File: config.mk
export PLATFORM = sky130hd
export DESIGN_NAME = lca_ram
export DESIGN_NICKNAME = d
export VERILOG_FILES = /design/src/sv/lca_ram.sv
export SDC_FILE = /design/constraint.sdc
export NUM_CORES = 1
export LEC_CHECK = 0
export ABC_CLOCK_PERIOD_IN_PS = 1900
export BUFFER_PORTS_ARGS = -buffer_cell sky130_fd_sc_hd__buf_2
export CELL_PAD_IN_SITES_DETAIL_PLACEMENT = 1
export CELL_PAD_IN_SITES_GLOBAL_PLACEMENT = 2
export CORE_UTILIZATION = 39
export CTS_CLUSTER_DIAMETER = 100
export CTS_CLUSTER_SIZE = 14
export DETAILED_ROUTE_END_ITERATION = 12
export MAX_ROUTING_LAYER = met4
export PLACE_DENSITY_LB_ADDON = 0.15
export REMOVE_ABC_BUFFERS = 1
export SLEW_MARGIN = 10
export SYNTH_ARGS = -nofsm -noshare
export SYNTH_HDL_FRONTEND = slang
export SYNTH_SLANG_ARGS = --single-unit
File: constraint.sdc
create_clock -name clk_i -period 1.9 [get_ports clk_i]
set_clock_uncertainty 0.2 [all_clocks]
set_input_delay 0.19 -clock clk_i [delete_from_list [all_inputs] [get_ports clk_i]]
set_output_delay 0.19 -clock clk_i [all_outputs]
set_load 0.03 [all_outputs]
File: src/sv/lca_ram.sv
// ----------------------------------------------------------------------------
// LCA RAM
// Generic synchronous RAM, one write port and two registered read ports.
// ----------------------------------------------------------------------------
module lca_ram #(
  parameter int unsigned WIDTH = 8,
  parameter int unsigned DEPTH = 16,
  localparam int unsigned AW   = $clog2(DEPTH)
) (
  input  logic             clk_i,
  input  logic             we_i,
  input  logic [AW-1:0]    waddr_i,
  input  logic [WIDTH-1:0] wdata_i,
  input  logic [AW-1:0]    raddr_a_i,
  output logic [WIDTH-1:0] rdata_a_o,
  input  logic [AW-1:0]    raddr_b_i,
  output logic [WIDTH-1:0] rdata_b_o
);

  logic [WIDTH-1:0] mem_q [DEPTH];
  logic [WIDTH-1:0] rdata_a_q;
  logic [WIDTH-1:0] rdata_b_q;

  always_ff @(posedge clk_i) begin
    if (we_i) begin
      mem_q[waddr_i] <= wdata_i;
    end
    rdata_a_q <= mem_q[raddr_a_i];
    rdata_b_q <= mem_q[raddr_b_i];
  end

  assign rdata_a_o = rdata_a_q;
  assign rdata_b_o = rdata_b_q;

endmodule

==> impl_metrics.tcl, run 1 <==
set metrics [dict create \
    switchingPower_w 0.00163 \
    worst_slack_ns 0.268 \
    dpl.hpwl_mm 10.8 \
    hold_end "mem_q[5][3]$_DFFE_PP_" \
    seqCellArea_um2 4160 \
    h-tree-depth 4 \
    p_clk_share_pct 45.4 \
    intPower_w 0.00613 \
    die_y_um 130 \
    die_area_um2 16800 \
    worst_path_largest_cell_delay_ns 0.52 \
    die_width_um 130 \
    overflow 0 \
    yosysUniqueCellTypes 20 \
    wire_per_inst_um 26.9 \
    reg2reg_to "rdata_b_o[5]$_DFF_P_" \
    drc 0 \
    nets 404 \
    r2r-start "mem_q[3][5]$_DFFE_PP_" \
    cts.clk_slew.worst_paths_ns 0.06 \
    drtIter0Drc 275 \
    worstPathMaxFanout 2 \
    clockBufferDepth 2 \
    critPathRequiredTime_ns 2.00 \
    boundaryPins 38 \
    gp_congestion 0.724 \
    hp-class "input port to register" \
    reg2reg_depth 3 \
    ant_nets 0 \
    clk_latency_ns 0.42 \
    relSlewSlack_pct 27.5 \
    leakage_nw 2.68 \
    ys_seq_area_share_pct 65.6 \
    crit_chain "mux4_1, a22oi_1, nand2_1" \
    fin_crit_sh_pct 85.9 \
    fin_crit_ns 1.63 \
    wl_mm 16.4 \
    rows 46 \
    power.share.sequential_pct 46.1 \
    maxSlewViolCount 0 \
    combPwrFrac_pct 8.5 \
    fp.coreArea_um2 15900 \
    antenna_found_initial 0 \
    antennaDiodeCount 0 \
    end_kind "register" \
    min_path_cells 3 \
    multi_input_area_um2 2010 \
    area_growth_pct 20.6 \
    port_buffers 37 \
    outcome "complete, no violations" \
    fillers 1487 \
    setup_viol 0 \
    avgViaCountPerCell 5.72 \
    critPathLaunchType "register" \
    ys_seq_elements 144 \
    grt_setup_unrepaired "no" \
    avgSynthCellArea_um2 20.7 \
    cts_tree "done" \
    criticalPathCategory "register to register" \
    fmax_mhz 613 \
    num_vias 3489 \
    pre_cts_ws_ns 0.0456 \
    initial_utilization_pct 39.9 \
    hold_slack_ns 0.131 \
    numCtsBuffers 17 \
    cpMaxStageDelayCell "mux4_1" \
    cellPowerDensity_nw_per_um2 1010 \
    root_buffer "clkbuf_16" \
    dr.pass1.iters 4 \
    clock_sinks 144 \
    syn_inst 307 \
    grt_usage_pct 21.8 \
    grt_pass1_wl_mm 23.6 \
    syn_area_um2 6350 \
    grt_pass1_vias 3593 \
    max_slew.worst_pin.slew_ns 1.09 \
    grt_max_degree 20 \
    fin_setup_tns_ns 0 \
    cts_resized 0 \
    r2r_slack_ns 0.27 \
    min_from "waddr_i[2]" \
    irDropWorstVdd_uv 756 \
    cp_data_arrival_time_ns 1.73 \
    drive_gt1_share_pct 33.8 \
    max-cap-violations 0 \
    p_sw_share_pct 21.1 \
    yosysWarnings 0 \
    hold_violations 0 \
]
[synthesized netlist by cell type (all sizes together)]
cell,count,area share [%]
a22oi,32,3.8
and2,2,0.20
and2b,2,0.24
buf,14,1.8
clkdlybuf4s25,6,0.95
dfxtp,16,5.0
edfxtp,128,61
mux4,64,24
nand2,17,1.0
nand2b,2,0.20
nand3,1,0.079
nand3b,2,0.24
nor2,14,0.83
nor2b,2,0.20
nor3,4,0.32
or3b,1,0.14
[flip-flops by register name, indices dropped and copies added, names as in the netlist]
signal	count
rdata_a_o	8
rdata_b_o	8
mem_q	128
[placed cells by master, fill, tap and decap left out, types with 4 or more instances in the layout]
master         netlist  layout
mux4_2              34      34
clkinv_2             0       4
buf_2                6      37
nor2_1              14      14
bufinv_16            0       5
dlygate4sd3_1        0       8
dfxtp_1             16      16
clkbuf_16            0      17
mux4_1              28      28
buf_4                2      24
a22oi_1             32      32
nand2_1             17      17
edfxtp_1           128     128
buf_12               0       7
nor3_1               4       4
[layer usage]
| metal | vias up | GRT usage (%) | part of all wire, % | wire, um |
|---|---|---|---|---|
| li1 | 1494 | - | - | - |
| met5 | - | - | 0 | 0 |
| met2 | 95 | 34.2 | 50 | 8260 |
| met1 | 1876 | 28.1 | 41 | 6790 |
| met3 | 24 | 3.92 | 5.7 | 928 |
| met4 | 0 | 8.76 | 2.5 | 403 |
[kinds of logic after synthesis]
logic type | count (synthesis) | synth area share [%]
flops | 144 | 65.6
compound gates | 32 | 3.79
mux | 64 | 24.4
buf+inv | 20 | 2.72
simple gates | 47 | 3.43
[final cells by class]
class,count,area share (%)
Sequential cell,144,54.4
Multi-Input combinational cell,143,26.3
Clock buffer,18,5.61
Timing Repair Buffer,76,7.65
Tap cell,216,3.53
Clock inverter,13,2.53
[critical path: cells and delay by family, from the launching register on]
kind | cells | cell delay [ns]
AO/OA/AOI/OAI | 1 | 0.29
AND/OR/NAND/NOR | 1 | 0.10
flip-flops | 1 | 0.39
multiplexers | 1 | 0.52
[through the flow]
step	util, %	cells	area [um2]	power [W]
final	48.2	610	7650	0.00776
after global routing	48.2	610	7650	0.00798
after floorplan	-	287	6170	0.00396
after global placement	43.7	571	6950	0.00429
after CTS	48.2	610	7650	0.00783
after detailed placement	43.7	571	6950	0.00430
[worst max path at each step]
stage / from / to / cells after the start
3_5_place_dp: raddr_a_i[0] / rdata_a_o[5]$_DFF_P_ / 5
5_1_grt: mem_q[3][5]$_DFFE_PP_ / rdata_a_o[5]$_DFF_P_ / 3
6_report: mem_q[3][5]$_DFFE_PP_ / rdata_b_o[5]$_DFF_P_ / 3
4_1_cts: mem_q[3][5]$_DFFE_PP_ / rdata_a_o[5]$_DFF_P_ / 3
3_3_place_gp: raddr_a_i[0] / rdata_a_o[5]$_DFF_P_ / 5
2_1_floorplan: waddr_i[2] / mem_q[0][0]$_DFFE_PP_ / 2
[power groups by stage]
stage | sequential, W | clock, W | combinational (W)
finish | 0.00358 | 0.00352 | 0.000656
global route | 0.00359 | 0.00369 | 0.000698
CTS | 0.00358 | 0.00358 | 0.000665
detailed placement | 0.00365 | 0 | 0.000651
global placement | 0.00364 | 0 | 0.000645
floorplan | 0.00372 | 0 | 0.000248
[what timing repair did]
action,in CTS,in global routing
hold endpoints to repair,128,0
hold buffers,8,0
buffers inserted,0,0
No activity file was read; power rests on OpenSTA's default activity.
==> inputs of run 2 (changes only) <==
--- a/config.mk
+++ b/config.mk
@@ -6,13 +6,13 @@
 export NUM_CORES = 1
 export LEC_CHECK = 0
 export ABC_CLOCK_PERIOD_IN_PS = 1900
-export BUFFER_PORTS_ARGS = -buffer_cell sky130_fd_sc_hd__buf_2
 export CELL_PAD_IN_SITES_DETAIL_PLACEMENT = 1
 export CELL_PAD_IN_SITES_GLOBAL_PLACEMENT = 2
 export CORE_UTILIZATION = 39
 export CTS_CLUSTER_DIAMETER = 100
 export CTS_CLUSTER_SIZE = 14
 export DETAILED_ROUTE_END_ITERATION = 12
+export DONT_BUFFER_PORTS = 1
 export MAX_ROUTING_LAYER = met4
 export PLACE_DENSITY_LB_ADDON = 0.15
 export REMOVE_ABC_BUFFERS = 1
==> run 2 against run 1 <==
Net effect:
- the flow now finishes with violations (negative hold slack)
- global-route usage increased by 0.87 points
- critical endpoint is now mem_q[0][0]$_DFFE_PP_
- register-to-register slack got worse by 0.03 ns
- critical path type is now input port to register
- sequential cell count unchanged
==> impl_metrics.tcl, run 2 (synthesized netlist as in run 1, its figures left out) <==
set metrics [dict create \
    cts_resized 0 \
    maxSlewViolCount 0 \
    grt_usage_pct 22.6 \
    setup_viol 0 \
    dpl.hpwl_mm 9.80 \
    hold_slack_ns -0.0881 \
    grt_setup_unrepaired "no" \
    wl_mm 16.5 \
    violations "negative hold slack" \
    postLayoutCellArea_um2 7360 \
    fp.coreArea_um2 15900 \
    root_buffer "clkbuf_16" \
    drive_gt1_share_pct 25.4 \
    outcome "finished with violations" \
    fin_setup_tns_ns 0 \
    hold_buffers 13 \
    die_width_um 130 \
    routed-wl-met2_mm 7.89 \
    numCtsBuffers 17 \
    die_y_um 130 \
    h-tree-depth 4 \
    avgViaCountPerCell 5.78 \
    area_growth_pct 16.0 \
    boundaryPins 38 \
    grt_pass1_wl_mm 24.2 \
    end_kind "register" \
    cts_tree "done" \
    clk_latency_ns 0.42 \
    critPathLaunchType "input port" \
    ant_nets 0 \
    drtIter0Drc 285 \
    fmax_mhz 547 \
    worstPathMaxFanout 8 \
    irDropWorstVdd_uv 653 \
    nets 360 \
    cp_data_arrival_time_ns 1.75 \
    max-cap-violations 0 \
    clockBufferDepth 2 \
    overflow 0 \
    reg2reg_depth 3 \
    utilization_pct 46.3 \
    wl_met1_mm 7.38 \
    gp_congestion 0.700 \
    antenna_found_initial 1 \
    critPathRequiredTime_ns 1.82 \
    leakage_nw 2.48 \
    initial_utilization_pct 39.9 \
    cts.clk_slew.worst_paths_ns 0.06 \
    hp-class "input port to register" \
    final_common_cell "edfxtp_1" \
    min_path_cells 3 \
    postCtsSetupRepairBufs 0 \
    cellPowerDensity_nw_per_um2 1030 \
    dr.pass1.iters 4 \
    wire_per_inst_um 29.1 \
    top_layer_used "met4" \
    num_vias 3282 \
    top_register "mem_q" \
    grt_pass1_vias 3587 \
    hold_violations 16 \
    fin_crit_ns 1.83 \
    place_area_um2 6590 \
    criticalPathCategory "input port to register" \
    clock_sinks 144 \
    layout_common_cells "128 x edfxtp_1, 34 x mux4_2, 32 x a22oi_1" \
    rows 46 \
    grt_max_degree 33 \
    drc 0 \
    port_buffers 0 \
    die_area_um2 16800 \
    largest_reg_flops 128 \
    relSlewSlack_pct 25.6 \
    fin_crit_sh_pct 96.3 \
    dr_wl_met3_um 960 \
    max_slew.worst_pin.slew_ns 1.11 \
]
## run 2: cell count changes in the layout (fill, tap and decap cells not counted)
cell and delta:
clkinv_1 -2, clkbuf_8 +2, dlygate4sd3_1 +3, buf_12 -5, bufinv_16 -1, diode_2 +1, buf_4 -5, buf_2 -37
clkinv_2 +3, clkinvlp_4 -1
## run 2: final timing paths
path                            slack (ns)                    end                    from
worst min register to register        0.49   rdata_a_o[3]$_DFF_P_  mem_q[14][3]$_DFFE_PP_
worst max-delay path                  0.07  mem_q[0][0]$_DFFE_PP_              waddr_i[0]
worst min-delay path                 -0.09   rdata_b_o[4]$_DFF_P_            raddr_b_i[0]
worst max register to register        0.24   rdata_a_o[6]$_DFF_P_   mem_q[1][6]$_DFFE_PP_
## run 2: worst max-delay path, stage by stage
cell and delay [ns]:
dlygate4sd3_1 0.60, nor3_1 0.18, dlygate4sd3_1 0.57, buf_4 0.20
## run 2: through the flow
| stage | instances | setup slack, ns | power [W] | hold slack [ns] |
|---|---|---|---|---|
| 6_report | 568 | 0.0711 | 0.00762 | -0.0881 |
| 3_3_place_gp | 522 | 0.221 | 0.00407 | 0.0897 |
| 4_1_cts | 567 | 0.0902 | 0.00769 | -0.105 |
| 2_1_floorplan | 287 | 0.0171 | 0.00396 | 0.0889 |
| 3_5_place_dp | 522 | 0.223 | 0.00408 | 0.0898 |
| 5_1_grt | 568 | 0.0557 | 0.00785 | -0.0968 |
## run 2: area by class of cell
type	instances	area (um2)
Timing Repair Buffer	32	293
Fill cell	1496	8530
Clock inverter	12	164
Antenna cell	1	2.50
Clock buffer	20	457
Tap cell	216	270
Sequential cell	144	4160
Multi-Input combinational cell	143	2010
## run 2: metal layers
metal,GRT usage [%],vias to the layer above
li1,-,1408
met1,29.5,1752
met2,34.2,100
met3,5.86,22
met4,8.34,0
met5,-,-
## run 2: where the power goes
group / switching (W) / internal (W) / total (W)
Clock: 0.00126 / 0.00225 / 0.00351
Combinational: 0.000213 / 0.000216 / 0.000429
Sequential: 0.000126 / 0.00355 / 0.00367
